===== config.mk =====
export PLATFORM = sky130hd
export DESIGN_NAME = command_response_tracker_flat
export DESIGN_NICKNAME = d
export VERILOG_FILES = /design/src/crt_pkg.sv /design/src/crt_if.sv /design/src/crt_ram.sv /design/src/command_response_tracker.sv /design/src/flat_wrapper.sv
export SDC_FILE = /design/constraint.sdc
export NUM_CORES = 2
export LEC_CHECK = 0
export ABC_CLOCK_PERIOD_IN_PS = 13300
export BUFFER_PORTS_ARGS = -buffer_cell sky130_fd_sc_hd__buf_2
export CAP_MARGIN = 25
export CORE_AREA = 2 2 465 467
export DETAILED_ROUTE_END_ITERATION = 16
export DIE_AREA = 0 0 467 469
export PLACE_DENSITY_LB_ADDON = 0.2
export SETUP_SLACK_MARGIN = 0.1
export SYNTH_ARGS = -nofsm -noshare
export SYNTH_HDL_FRONTEND = slang
export SYNTH_SLANG_ARGS = --single-unit

===== constraint.sdc =====
create_clock -name clk -period 13.3 [get_ports clk]
set_clock_uncertainty 0.05 [all_clocks]
set_input_delay 1.995 -clock clk [delete_from_list [all_inputs] [get_ports clk]]
set_output_delay 1.995 -clock clk [all_outputs]
set_load 0.005 [all_outputs]

===== src/crt_pkg.sv =====
// Shared types, codes and defaults for the command/response tracker.
package crt_pkg;

  // Default sizes, handed to the top level's parameters
  localparam int PENDING_DEPTH_DEF = 16;
  localparam int REVERSE_DEPTH_DEF = 32;

  // Fixed field widths
  localparam int SEQ_W   = 32;
  localparam int NSEQ_W  = 31;
  localparam int CODE_W  = 16;
  localparam int VAL_W   = 32;
  localparam int REV_W   = SEQ_W + CODE_W + VAL_W;

  typedef enum logic [1:0] {
    CMD_ISSUE    = 2'd0,
    CMD_RESPONSE = 2'd1,
    CMD_CANCEL   = 2'd2,
    CMD_DRAIN    = 2'd3
  } cmd_t;

  typedef enum logic [3:0] {
    KIND_ISSUED          = 4'd0,
    KIND_COMPLETED       = 4'd1,
    KIND_NO_RESPONSE     = 4'd2,
    KIND_REVERSE_QUEUED  = 4'd3,
    KIND_REVERSE_DROPPED = 4'd4,
    KIND_REVERSE_POPPED  = 4'd5,
    KIND_REVERSE_EMPTY   = 4'd6,
    KIND_IGNORED         = 4'd7,
    KIND_CANCELLED       = 4'd8,
    KIND_PENDING_FULL    = 4'd9
  } kind_t;

  typedef enum logic [2:0] {
    ST_IDLE,
    ST_ISSUE,
    ST_REV,
    ST_DRAIN_RD,
    ST_DRAIN_OUT,
    ST_SCAN_RD,
    ST_SCAN_CHK,
    ST_TRIM
  } state_t;

endpackage


===== src/crt_if.sv =====
// Valid/ready channel interfaces for tracker commands and results.
interface crt_cmd_if;
  logic        valid;
  logic        ready;
  logic [1:0]  command;
  logic        want_reply;
  logic [31:0] seq;
  logic [15:0] code;
  logic [31:0] retval;

  modport source (output valid, command, want_reply, seq, code, retval, input ready);
  modport sink   (input valid, command, want_reply, seq, code, retval, output ready);
endinterface

interface crt_rsp_if;
  logic        valid;
  logic        ready;
  logic [3:0]  kind;
  logic [31:0] tag;
  logic [15:0] reply_code;
  logic [31:0] reply_value;
  logic        last;

  modport source (output valid, kind, tag, reply_code, reply_value, last, input ready);
  modport sink   (input valid, kind, tag, reply_code, reply_value, last, output ready);
endinterface


===== src/crt_ram.sv =====
// Generic simple dual-port RAM with registered read.
module crt_ram #(
  parameter int WIDTH = 8,
  parameter int DEPTH = 16
) (
  input  logic                     clk,
  input  logic                     wr_en,
  input  logic [$clog2(DEPTH)-1:0] wr_addr,
  input  logic [WIDTH-1:0]         wr_data,
  input  logic                     rd_en,
  input  logic [$clog2(DEPTH)-1:0] rd_addr,
  output logic [WIDTH-1:0]         rd_data
);

  logic [WIDTH-1:0] mem [DEPTH];

  // write port
  always_ff @(posedge clk) begin
    if (wr_en) begin
      mem[wr_addr] <= wr_data;
    end
  end

  // read port, data holds until the next read
  always_ff @(posedge clk) begin
    if (rd_en) begin
      rd_data <= mem[rd_addr];
    end
  end

endmodule


===== src/command_response_tracker.sv =====
// Top level of the sequence-numbered command/response tracker.
//
//   port     | dir | handshake   | payload
//   ---------+-----+-------------+--------------------------------------------
//   in_if    | in  | valid/ready | command, want_reply, seq, code, retval
//   out_if   | out | valid/ready | kind, tag, reply_code, reply_value, last
//
// An item is taken only in the idle state; the pending sequence RAM and the
// reverse ring RAM (registered read) set the pace. Issue, reverse push and
// drain on empty emit from a single state; a drain that pops reads the ring
// first. A response or cancel steps through the pending entries, reading each
// valid one and passing or dropping invalid ones, stops at the end, at a match
// or at a newer entry, then trims invalid head entries.
// Reset (synchronous, active low) clears counters and valid bits at once;
// there is no clearing pass. A stalled result holds the sequencer in place where
// it must emit, and does not block acceptance of the next item once the current one ends.
module command_response_tracker
  import crt_pkg::*;
#(
  parameter int PENDING_DEPTH = PENDING_DEPTH_DEF,
  parameter int REVERSE_DEPTH = REVERSE_DEPTH_DEF
) (
  input  logic        clk,
  input  logic        rst_n,
  crt_cmd_if.sink     in_if,
  crt_rsp_if.source   out_if
);

  localparam int IDX_W  = $clog2(PENDING_DEPTH);
  localparam int CNT_W  = $clog2(PENDING_DEPTH + 1);
  localparam int RIDX_W = $clog2(REVERSE_DEPTH);

  localparam logic [CNT_W:0]    PD_SUM   = (CNT_W + 1)'(PENDING_DEPTH);
  localparam logic [CNT_W-1:0]  PD_CNT   = CNT_W'(PENDING_DEPTH);
  localparam logic [IDX_W-1:0]  PD_LAST  = IDX_W'(PENDING_DEPTH - 1);
  localparam logic [RIDX_W-1:0] RD_LAST  = RIDX_W'(REVERSE_DEPTH - 1);

  // control state
  state_t                state_r, state_nxt;
  logic [NSEQ_W-1:0]     next_seq_r, next_seq_nxt;
  logic [IDX_W-1:0]      pend_head_r, pend_head_nxt;
  logic [CNT_W-1:0]      pend_count_r, pend_count_nxt;
  logic [CNT_W-1:0]      scan_off_r, scan_off_nxt;
  logic [PENDING_DEPTH-1:0] pend_valid_r, pend_valid_nxt;
  logic [RIDX_W-1:0]     rev_head_r, rev_head_nxt;
  logic [RIDX_W-1:0]     rev_tail_r, rev_tail_nxt;
  logic                  out_valid_r, out_valid_nxt;

  // latched item
  cmd_t                  cmd_r;
  logic                  want_r;
  logic [SEQ_W-1:0]      seq_r;
  logic [CODE_W-1:0]     code_r;
  logic [VAL_W-1:0]      val_r;

  // result register payload
  kind_t                 out_kind_r;
  logic [SEQ_W-1:0]      out_tag_r;
  logic [CODE_W-1:0]     out_code_r;
  logic [VAL_W-1:0]      out_val_r;
  logic                  out_last_r;

  // emission request from the sequencer
  logic                  emit;
  kind_t                 emit_kind;
  logic [SEQ_W-1:0]      emit_tag;
  logic [CODE_W-1:0]     emit_code;
  logic [VAL_W-1:0]      emit_val;
  logic                  emit_last;

  logic                  in_fire;
  logic                  out_free;

  // RAM ports
  logic                  pend_wr_en, pend_rd_en;
  logic [NSEQ_W-1:0]     pend_rd_data;
  logic                  rev_wr_en, rev_rd_en;
  logic [REV_W-1:0]      rev_rd_data;

  // slot arithmetic: head plus offset, wrapped once
  logic [CNT_W:0]        scan_sum, tail_sum;
  logic [IDX_W-1:0]      scan_slot, tail_slot, head_inc;
  logic [RIDX_W-1:0]     rev_head_inc, rev_tail_inc;
  logic                  rev_full;
  logic [SEQ_W-1:0]      entry_seq;

  assign scan_sum  = {1'b0, CNT_W'(pend_head_r)} + {1'b0, scan_off_r};
  assign tail_sum  = {1'b0, CNT_W'(pend_head_r)} + {1'b0, pend_count_r};
  assign scan_slot = (scan_sum >= PD_SUM) ? IDX_W'(scan_sum - PD_SUM) : IDX_W'(scan_sum);
  assign tail_slot = (tail_sum >= PD_SUM) ? IDX_W'(tail_sum - PD_SUM) : IDX_W'(tail_sum);
  assign head_inc  = (pend_head_r == PD_LAST) ? '0 : pend_head_r + 1'b1;

  assign rev_head_inc = (rev_head_r == RD_LAST) ? '0 : rev_head_r + 1'b1;
  assign rev_tail_inc = (rev_tail_r == RD_LAST) ? '0 : rev_tail_r + 1'b1;
  assign rev_full     = (rev_head_inc == rev_tail_r);

  assign entry_seq = {1'b0, pend_rd_data};

  assign in_if.ready = (state_r == ST_IDLE);
  assign in_fire     = in_if.valid && in_if.ready;
  assign out_free    = !out_valid_r || out_if.ready;

  // pending sequence store
  crt_ram #(
    .WIDTH (NSEQ_W),
    .DEPTH (PENDING_DEPTH)
  ) u_pend_ram (
    .clk     (clk),
    .wr_en   (pend_wr_en),
    .wr_addr (tail_slot),
    .wr_data (next_seq_r),
    .rd_en   (pend_rd_en),
    .rd_addr (scan_slot),
    .rd_data (pend_rd_data)
  );

  // reverse request ring
  crt_ram #(
    .WIDTH (REV_W),
    .DEPTH (REVERSE_DEPTH)
  ) u_rev_ram (
    .clk     (clk),
    .wr_en   (rev_wr_en),
    .wr_addr (rev_head_r),
    .wr_data ({seq_r, code_r, val_r}),
    .rd_en   (rev_rd_en),
    .rd_addr (rev_tail_r),
    .rd_data (rev_rd_data)
  );

  // sequencer: next state, queue updates and result selection
  always_comb begin
    state_nxt      = state_r;
    next_seq_nxt   = next_seq_r;
    pend_head_nxt  = pend_head_r;
    pend_count_nxt = pend_count_r;
    scan_off_nxt   = scan_off_r;
    pend_valid_nxt = pend_valid_r;
    rev_head_nxt   = rev_head_r;
    rev_tail_nxt   = rev_tail_r;
    pend_wr_en     = 1'b0;
    pend_rd_en     = 1'b0;
    rev_wr_en      = 1'b0;
    rev_rd_en      = 1'b0;
    emit           = 1'b0;
    emit_kind      = KIND_IGNORED;
    emit_tag       = seq_r;
    emit_code      = '0;
    emit_val       = '0;
    emit_last      = 1'b1;

    case (state_r)
      ST_IDLE: begin
        if (in_fire) begin
          scan_off_nxt = '0;
          case (cmd_t'(in_if.command))
            CMD_ISSUE:    state_nxt = ST_ISSUE;
            CMD_RESPONSE: state_nxt = in_if.seq[SEQ_W-1] ? ST_REV : ST_SCAN_RD;
            CMD_CANCEL:   state_nxt = ST_SCAN_RD;
            CMD_DRAIN:    state_nxt = ST_DRAIN_RD;
            default:      state_nxt = ST_IDLE;
          endcase
        end
      end

      // take a sequence number, queue it if a reply is awaited; refused when one is and the FIFO is full
      ST_ISSUE: begin
        if (out_free) begin
          emit      = 1'b1;
          emit_tag  = {1'b0, next_seq_r};
          state_nxt = ST_IDLE;
          if (want_r && (pend_count_r == PD_CNT)) begin
            emit_kind = KIND_PENDING_FULL;
          end else begin
            emit_kind    = KIND_ISSUED;
            next_seq_nxt = next_seq_r + 1'b1;
            if (want_r) begin
              pend_wr_en                = 1'b1;
              pend_valid_nxt[tail_slot] = 1'b1;
              pend_count_nxt            = pend_count_r + 1'b1;
            end
          end
        end
      end

      // reverse request into the ring, dropped when the ring is full
      ST_REV: begin
        if (out_free) begin
          emit      = 1'b1;
          state_nxt = ST_IDLE;
          if (rev_full) begin
            emit_kind = KIND_REVERSE_DROPPED;
          end else begin
            emit_kind    = KIND_REVERSE_QUEUED;
            rev_wr_en    = 1'b1;
            rev_head_nxt = rev_head_inc;
          end
        end
      end

      ST_DRAIN_RD: begin
        if (rev_head_r == rev_tail_r) begin
          if (out_free) begin
            emit      = 1'b1;
            emit_kind = KIND_REVERSE_EMPTY;
            emit_tag  = '0;
            state_nxt = ST_IDLE;
          end
        end else begin
          rev_rd_en = 1'b1;
          state_nxt = ST_DRAIN_OUT;
        end
      end

      ST_DRAIN_OUT: begin
        if (out_free) begin
          emit         = 1'b1;
          emit_kind    = KIND_REVERSE_POPPED;
          emit_tag     = rev_rd_data[REV_W-1 -: SEQ_W];
          emit_code    = rev_rd_data[VAL_W +: CODE_W];
          emit_val     = rev_rd_data[VAL_W-1:0];
          rev_tail_nxt = rev_tail_inc;
          state_nxt    = ST_IDLE;
        end
      end

      // walk the pending FIFO: responses pop from the head, cancels step
      ST_SCAN_RD: begin
        if (scan_off_r == pend_count_r) begin
          if (out_free) begin
            emit      = 1'b1;
            emit_kind = KIND_IGNORED;
            state_nxt = ST_TRIM;
          end
        end else if (!pend_valid_r[scan_slot]) begin
          if (cmd_r == CMD_RESPONSE) begin
            pend_valid_nxt[pend_head_r] = 1'b0;
            pend_head_nxt  = head_inc;
            pend_count_nxt = pend_count_r - 1'b1;
          end else begin
            scan_off_nxt = scan_off_r + 1'b1;
          end
        end else begin
          pend_rd_en = 1'b1;
          state_nxt  = ST_SCAN_CHK;
        end
      end

      ST_SCAN_CHK: begin
        if (out_free) begin
          if (entry_seq > seq_r) begin
            emit      = 1'b1;
            emit_kind = KIND_IGNORED;
            state_nxt = ST_TRIM;
          end else if (cmd_r == CMD_RESPONSE) begin
            pend_valid_nxt[pend_head_r] = 1'b0;
            pend_head_nxt  = head_inc;
            pend_count_nxt = pend_count_r - 1'b1;
            emit           = 1'b1;
            emit_tag       = entry_seq;
            if (entry_seq == seq_r) begin
              emit_kind = KIND_COMPLETED;
              emit_code = code_r;
              emit_val  = val_r;
              state_nxt = ST_TRIM;
            end else begin
              emit_kind = KIND_NO_RESPONSE;
              emit_last = 1'b0;
              state_nxt = ST_SCAN_RD;
            end
          end else if (entry_seq == seq_r) begin
            pend_valid_nxt[scan_slot] = 1'b0;
            emit      = 1'b1;
            emit_kind = KIND_CANCELLED;
            state_nxt = ST_TRIM;
          end else begin
            scan_off_nxt = scan_off_r + 1'b1;
            state_nxt    = ST_SCAN_RD;
          end
        end
      end

      // drop invalid entries at the head, one a cycle
      ST_TRIM: begin
        if ((pend_count_r != '0) && !pend_valid_r[pend_head_r]) begin
          pend_head_nxt  = head_inc;
          pend_count_nxt = pend_count_r - 1'b1;
        end else begin
          state_nxt = ST_IDLE;
        end
      end

      default: state_nxt = ST_IDLE;
    endcase
  end

  assign out_valid_nxt = emit ? 1'b1 : (out_if.ready ? 1'b0 : out_valid_r);

  // state register
  always_ff @(posedge clk) begin
    if (!rst_n) begin
      state_r <= ST_IDLE;
    end else begin
      state_r <= state_nxt;
    end
  end

  // queue pointers, counters and valid bits
  always_ff @(posedge clk) begin
    if (!rst_n) begin
      next_seq_r   <= '0;
      pend_head_r  <= '0;
      pend_count_r <= '0;
      scan_off_r   <= '0;
      pend_valid_r <= '0;
      rev_head_r   <= '0;
      rev_tail_r   <= '0;
      out_valid_r  <= 1'b0;
    end else begin
      next_seq_r   <= next_seq_nxt;
      pend_head_r  <= pend_head_nxt;
      pend_count_r <= pend_count_nxt;
      scan_off_r   <= scan_off_nxt;
      pend_valid_r <= pend_valid_nxt;
      rev_head_r   <= rev_head_nxt;
      rev_tail_r   <= rev_tail_nxt;
      out_valid_r  <= out_valid_nxt;
    end
  end

  // accepted transaction fields
  always_ff @(posedge clk) begin
    if (in_fire) begin
      cmd_r  <= cmd_t'(in_if.command);
      want_r <= in_if.want_reply;
      seq_r  <= in_if.seq;
      code_r <= in_if.code;
      val_r  <= in_if.retval;
    end
  end

  // result register
  always_ff @(posedge clk) begin
    if (emit) begin
      out_kind_r <= emit_kind;
      out_tag_r  <= emit_tag;
      out_code_r <= emit_code;
      out_val_r  <= emit_val;
      out_last_r <= emit_last;
    end
  end

  assign out_if.valid       = out_valid_r;
  assign out_if.kind        = out_kind_r;
  assign out_if.tag         = out_tag_r;
  assign out_if.reply_code  = out_code_r;
  assign out_if.reply_value = out_val_r;
  assign out_if.last        = out_last_r;

  // pending FIFO never holds more than its depth
  assert property (@(posedge clk) disable iff (!rst_n)
    pend_count_r <= PD_CNT)
    else $error("pending count beyond depth");

  // between items the head entry is valid whenever the FIFO is not empty
  assert property (@(posedge clk) disable iff (!rst_n)
    (state_r == ST_IDLE && pend_count_r != '0) |-> pend_valid_r[pend_head_r])
    else $error("invalid entry left at pending head");

  // only a no_response result is followed by more results of the same item
  assert property (@(posedge clk) disable iff (!rst_n)
    (out_valid_r && !out_last_r) |-> (out_kind_r == KIND_NO_RESPONSE))
    else $error("non-final result of wrong kind");

  // a push never makes the ring look empty
  assert property (@(posedge clk) disable iff (!rst_n)
    rev_wr_en |=> (rev_head_r != rev_tail_r))
    else $error("reverse ring overrun");

  // a result is only loaded into a free output register
  assert property (@(posedge clk) disable iff (!rst_n)
    emit |-> out_free)
    else $error("result overwrote a pending transaction");

endmodule


===== src/flat_wrapper.sv =====
// flat-port wrapper written by rule: the top's interface ports become plain ports
module command_response_tracker_flat import crt_pkg::*;
#(
  parameter int PENDING_DEPTH = PENDING_DEPTH_DEF,
  parameter int REVERSE_DEPTH = REVERSE_DEPTH_DEF
)
  (clk, rst_n, in_if_valid, in_if_command, in_if_want_reply, in_if_seq, in_if_code, in_if_retval, in_if_ready, out_if_valid, out_if_kind, out_if_tag, out_if_reply_code, out_if_reply_value, out_if_last, out_if_ready);
  crt_cmd_if in_if_i ();
  crt_rsp_if out_if_i ();
  input  logic clk;
  input  logic rst_n;
  input wire logic [$bits(in_if_i.valid)-1:0] in_if_valid;
  input wire logic [$bits(in_if_i.command)-1:0] in_if_command;
  input wire logic [$bits(in_if_i.want_reply)-1:0] in_if_want_reply;
  input wire logic [$bits(in_if_i.seq)-1:0] in_if_seq;
  input wire logic [$bits(in_if_i.code)-1:0] in_if_code;
  input wire logic [$bits(in_if_i.retval)-1:0] in_if_retval;
  output wire logic [$bits(in_if_i.ready)-1:0] in_if_ready;
  output wire logic [$bits(out_if_i.valid)-1:0] out_if_valid;
  output wire logic [$bits(out_if_i.kind)-1:0] out_if_kind;
  output wire logic [$bits(out_if_i.tag)-1:0] out_if_tag;
  output wire logic [$bits(out_if_i.reply_code)-1:0] out_if_reply_code;
  output wire logic [$bits(out_if_i.reply_value)-1:0] out_if_reply_value;
  output wire logic [$bits(out_if_i.last)-1:0] out_if_last;
  input wire logic [$bits(out_if_i.ready)-1:0] out_if_ready;
  assign in_if_i.valid = in_if_valid;
  assign in_if_i.command = in_if_command;
  assign in_if_i.want_reply = in_if_want_reply;
  assign in_if_i.seq = in_if_seq;
  assign in_if_i.code = in_if_code;
  assign in_if_i.retval = in_if_retval;
  assign in_if_ready = in_if_i.ready;
  assign out_if_valid = out_if_i.valid;
  assign out_if_kind = out_if_i.kind;
  assign out_if_tag = out_if_i.tag;
  assign out_if_reply_code = out_if_i.reply_code;
  assign out_if_reply_value = out_if_i.reply_value;
  assign out_if_last = out_if_i.last;
  assign out_if_i.ready = out_if_ready;
  command_response_tracker #(.PENDING_DEPTH(PENDING_DEPTH), .REVERSE_DEPTH(REVERSE_DEPTH)) u_core (.clk(clk), .rst_n(rst_n), .in_if(in_if_i), .out_if(out_if_i));
endmodule

======== Word-level counts from Yosys, hierarchy flattened ========
Memory sizes are Yosys's and may differ from the RTL's. A register that Yosys moved wholly into a read port is not among the register bits.
Cells that the tools add are included.
operators by class
  multiplexer cells ....................... 124
  bitwise gates (word level) .............. 10
  equality and inequality tests ........... 36
  reduce and logical (&&, ||, !) cells .... 27
  order comparisons ....................... 9
  add/subtract/negate cells ............... 11
operators by type and width
  operator               number
  $mux 32                12
  $mux 16                15
  $pmux 32 s4            1
  $mux 5                 19
  $mux 4                 17
  $pmux 32 s2            1
  $pmux 16 s3            1
  $mux 3                 11
  $and 16x16->16         2
  $eq 31x32->1           1
  $gt 31x32->1           1
  $not 16->16            2
  $pmux 16 s2            1
  $add 31x1->31 const B  1
  $mux 1                 31
  $add 5x1->5 const B    4
  $pmux 4 s5             1
  $pmux 5 s4             1
  $ne 2x2->1 const B     9
  $pmux 3 s6             1
  $reduce_and 9->1       2
  $or 16x16->16          1
  $eq 5x5->1             3
  $eq 5x5->1 const B     3
  other kinds (40)       76
storage, ports and cells
  input port bits ......................... 87
  bits in writable memories ............... 3056
  output and inout port bits .............. 87
  register bits ........................... 243
  word-level logic and storage cells ...... 238
  memories ................................ 2
memory list
  name                   depth  width  rd ports  clocked after memory_dff  wr ports  line           RTL
  u_core.u_rev_ram.mem   32     80     1         1                         1         crt_ram.sv:15  logic [WIDTH-1:0] mem [DEPTH];
  u_core.u_pend_ram.mem  16     31     1         1                         1         crt_ram.sv:15

======== Depth between registers and ports, before layout ========
  depth after elaboration ................. 14
  gate-level depth with buffers ........... 11
  gate-level depth less buffers ........... 10

======== Modules after synthesis ========
A second synthesis with hierarchy kept.
second synthesis, totals
  cells, all modules ...................... 6585
  area, all modules ....................... 131586.2 µm²
by module, submodules not included
  module                       seq. area each (µm²)  area each (µm²)  cells an instance  times used
  crt_ram (u_core.u_rev_ram)   79276.0               99704.4          4683               1
  crt_ram (u_core.u_pend_ram)  15825.2               19558.8          812                1
  command_response_tracker     6546.3                12323.1          1090               1

======== Worst setup path before layout ========
Ideal clock, no wire load.
  path kind ............................... input to register
  from .................................... in out_if_ready
  to ...................................... mem u_core.u_rev_ram.mem[31][0] (netlist bit), enable pin
  data arrival time ....................... 6.626 ns
  library setup time ...................... 0.519 ns
  path slack .............................. 6.105 ns
  stages .................................. 5
  cells stage by stage .................... nor2b_1 > clkbuf_1 > nor4_2 > nand2_1 > nor2_1
on the way
  cells in the longest elaborated chain, start to end .. 5
RTL lines
  element                       line                             RTL
  start, declared               flat_wrapper.sv:25               input wire logic [$bits(out_if_i.ready)-1:0] out_if_ready;
  $logic_or 1x1->1              command_response_tracker.sv:101  assign out_free = !out_valid_r || out_if.ready;
  $mux 1                        command_response_tracker.sv:188  if (out_free) begin
  $mux 1                        command_response_tracker.sv:152  case (state_r)
  $mux 1                        crt_ram.sv:19                    if (wr_en) begin
  $mux 1 (not written as such)  crt_ram.sv:20                    mem[wr_addr] <= wr_data;
  end, declared                 crt_ram.sv:15
No other way between the ends.

======== Worst setup path in the final report ========
  from .................................... reg u_core.rev_tail_r[1]
  to ...................................... reg u_core.u_rev_ram.rd_data[56] (read register of u_core.u_rev_ram.mem) (data pin)
on the way
  cells in the longest elaborated chain, start to end .. 3
RTL lines
  element                 line                             RTL
  start, declared         command_response_tracker.sv:46   logic [RIDX_W-1:0] rev_tail_r, rev_tail_nxt;
  start signal, assigned  command_response_tracker.sv:326  rev_tail_r <= rev_tail_nxt;
  $eq 5x5->1              command_response_tracker.sv:202  if (rev_head_r == rev_tail_r) begin
  $mux 1                  command_response_tracker.sv:202
  $mux 1                  command_response_tracker.sv:152
  end, declared           crt_ram.sv:12                    output logic [WIDTH-1:0] rd_data
Several ways; a longest one is shown, not always the timed one.
A chain may end at the register's enable or synchronous reset.

==> results by group <==
Clock network
  – Worst skew pair latency: 970 ps
  – Clk slew on worst S/H paths: 60 ps
  – Num CTS Buffers: 347
  – CTS resizes: 0
  – Hold_buf cts: 0
  – Clk buf depth: 4
  – Num Clock Sinks: between 3000 and 4000
  – Post-CTS setup buffer count: 0
  – CTS Root Cell: clkbuf_16
  – H-tree depth: 5
  – CTS tree: done

GRT
  – Number of global-route vias before repair: 65650
  – Total global routing overflow: 0
  – Global-route wire length before repair: between 400000 and 500000 µm
  – Largest net degree at the start of global routing: 148
  – Initial antenna violation count: 9
  – GRT Util Overall: 0.3036

Worst setup path
  – Critical Path RT: 13960 ps
  – Crit-path most repeated cell: buf_4
  – CP arrival: between 6000 and 7000 ps
  – Critical Path End Type: flip-flop
  – Critical path class: reg2reg
  – Critical path's largest stage delay: 920 ps
  – Worst path slowest cell: dfxtp_4
  – Cell depth of the worst flop-to-flop path: 7
  – Critical R2R Launch: u_core.rev_tail_r[1]$_SDFFE_PN0P_
  – Worst R2R End: u_core.u_rev_ram.rd_data[56]$_DFFE_PP_
  – CP Max Fanout: 136
  – Reg-to-reg setup timing slack: approximately 7600 ps
  – Crit start category: flip-flop
  – Worst-path cell chain: buf_4 -> buf_12 -> buf_4 -> buf_4 -> mux4_2 -> mux4_2 -> mux2_2

Drt
  – Iteration-0 DRC Markers: approximately 9600
  – First-pass iteration count of the detailed router: 7
  – Vias per cell: 6.922
  – Via count: 65070
  – Routed WL: roughly 330000 µm
  – Antenna Violating Nets Remaining: 0
  – Residual DRC: 0
  – Drt wl/cell: 34.84 µm

Logic synthesis
  – Seq/Total Area, Yosys: 0.7707
  – Syn_nets: 6022
  – Top FF cell, synth: edfxtp_1
  – Post-synth EDFFs: 3335
  – Mean Syn Cell Area: 22.44 µm²
  – Post-synth top area share: 0.7593
  – Synth top area cells: edfxtp_1 (76%), mux4_2 (16%), dfxtp_1 (1.1%)
  – Netlist Area Pre-Place: 131900 µm²
  – Post-synthesis cell count: 5876
  – Asr flop ratio synth: 0
  – Netlist cell types: 69
  – Yosys warnings: 0
  – Synth area leader: edfxtp_1
  – Yosys reg bits: between 3000 and 4000

Timing
  – Slew Limit Fails: 0
  – Final period util: 0.4298
  – Fmax: 174.9 MHz
  – # setup viols final: 0
  – Fin Hold WS: around 480 ps
  – Final Hold Vio Count: 0
  – Unrepaired setup endpoints after global routing: false
  – Max-Slew Margin vs Limit: 0.2231
  – Slew of the pin with the lowest slew margin: 1165 ps
  – Final worst slack: 7583 ps
  – Fin Setup TNS: 0 ps
  – Final min period: around 5700 ps

Layout
  – Share of cells above drive strength 1: 0.3004
  – Nets: roughly 6500
  – Area growth, synth to finish: 12.92%
  – Final core utilization: 0.6967
  – Most frequent cells in the layout: edfxtp_1 (3335), mux4_2 (933), clkbuf_16 (352), buf_4 (181), buf_2 (174)
  – Most common cell after layout, fill and taps aside: edfxtp_1
  – Fill cell count: 12420
  – Final std cells w/o fill: 9401

Worst hold path
  – HP Class: reg2reg
  – WHS Endpoint: u_core.u_rev_ram.mem[20][29]$_DFFE_PP_
  – Hold-critical path depth: 0
  – HP Start: u_core.val_r[29]$_DFFE_PP_

Floorplanning
  – Height of the die: 469 µm
  – Die area: 219000 µm²
  – Initial Util: 0.6170
  – Core region area: 213800 µm²
  – I/O Pins: 174
  – Placement row count: 170
  – Die X-Extent: 467 µm

Place
  – Pre-CTS setup slack: 7174 ps
  – Post-DP HPWL: 180400 µm
  – GPL Wtd Cong: 0.8451
  – Placed instance count: 8770
  – # port buffers: about 170

Flow run
  – Maxcap violations: 0

Power and ir drop
  – Pwr Density: 178.7 nW/µm²
  – Leak: ~46 nW
  – Worst vdd ir: 0.1712 mV

Status
  – Status: finished, final reports clean
## Yosys cell counts (all sizes together) (25+ instances only)
master and instances:
a211oi 64, dfxtp 75, and2 34, a21o 40, edfxtp 3335, nand3 38
mux2 82, inv 47, a22oi 48, nand2 128, ha 56, xnor2 25
mux4 933, nor4 39, clkbuf 257, a221o 31, nor2 119, buf 59
nor2b 54, a31oi 44, o22ai 32, a21oi 91, nor3 40, o21ai 54
## report_power, final
group,total [mW],internal [mW],switching (mW)
sequential,13.0,12.7,0.286
combinational,4.22,1.71,2.51
clock,9.42,5.46,3.96
total,26.6,19.9,6.76
## how the worst max path moves through the flow
| stage | from | end | slack, ps | depth (start not counted) |
|---|---|---|---|---|
| floorplan | out_if_ready | u_core.u_rev_ram.mem[31][0]$_DFFE_PP_ | 6100 | 5 |
| finish | u_core.rev_tail_r[1]$_SDFFE_PN0P_ | u_core.u_rev_ram.rd_data[56]$_DFFE_PP_ | 7580 | 7 |
| detailed placement | out_if_ready | u_core.u_rev_ram.mem[5][48]$_DFFE_PP_ | 7170 | 9 |
| global route | u_core.rev_tail_r[1]$_SDFFE_PN0P_ | u_core.u_rev_ram.rd_data[56]$_DFFE_PP_ | 7400 | 7 |
| CTS | u_core.rev_tail_r[0]$_SDFFE_PN0P_ | u_core.u_rev_ram.rd_data[56]$_DFFE_PP_ | 7560 | 6 |
| global placement | out_if_ready | u_core.u_rev_ram.mem[5][48]$_DFFE_PP_ | 7300 | 9 |
## critical path, delay by kind of cell, from the launching register on
kind,cells,cell delay [ps]
multiplexers,3,1270
buffers and inverters,4,3070
flip-flops,1,920
## registers in the layout, indices dropped and copies added (netlist names)
name                       count
u_core.want_r                  1
u_core.next_seq_r             31
u_core.out_if.tag             32
u_core.out_if.reply_code      16
u_core.code_r                 16
u_core.u_pend_ram.rd_data     31
u_core.seq_r                  32
u_core.out_if.valid            1
u_core.val_r                  32
u_core.scan_off_r              5
u_core.state_r                 3
u_core.rev_head_r              5
u_core.out_if.reply_value     32
u_core.u_rev_ram.mem        2560
u_core.cmd_r                   2
u_core.rev_tail_r              5
u_core.u_pend_ram.mem        496
u_core.out_if.kind             4
u_core.u_rev_ram.rd_data      80
u_core.pend_valid_r           16
u_core.out_if.last             1
u_core.pend_count_r            5
u_core.pend_head_r             4
## layout make-up
| class | instances | area [µm²] | area share |
|---|---|---|---|
| inverter | 51 | 191.4 | 0.001285 |
| sequential | 3410 | 101700 | 0.6827 |
| clock inverter | 167 | 1649 | 0.01107 |
| timing repair buffer | 400 | 3358 | 0.02255 |
| multi-input combinational | 2099 | 29350 | 0.1971 |
| antenna | 6 | 15.01 | 0.0001008 |
| tap | 2838 | 3551 | 0.02384 |
| clock buffer | 430 | 9141 | 0.06138 |
## cells by family after synthesis
logic type,Yosys count,share of synthesized area
flip-flops,3410,0.7707
multiplexers,1022,0.1669
AND/OR/NAND/NOR,528,0.02011
AO/OA/AOI/OAI,442,0.02282
buffers and inverters,367,0.01054
adder cells (fa/ha/maj),59,0.005768
XOR/XNOR,48,0.003188
## metrics by stage
step	power (mW)	area, µm²
after floorplan	15.68	131900
after global placement	17.20	137100
after detailed placement	17.32	137400
after CTS	26.65	148200
after global routing	27.38	148900
final	26.62	148900
## per-layer routing
| layer | wire (µm) | global-route usage |
|---|---|---|
| met4 | 11620 | 0.1033 |
| met3 | 31200 | 0.06064 |
| met5 | 20 | 0 |
| met1 | 121200 | 0.4228 |
| met2 | 163500 | 0.4903 |
(Power assumes the default switching activity.)
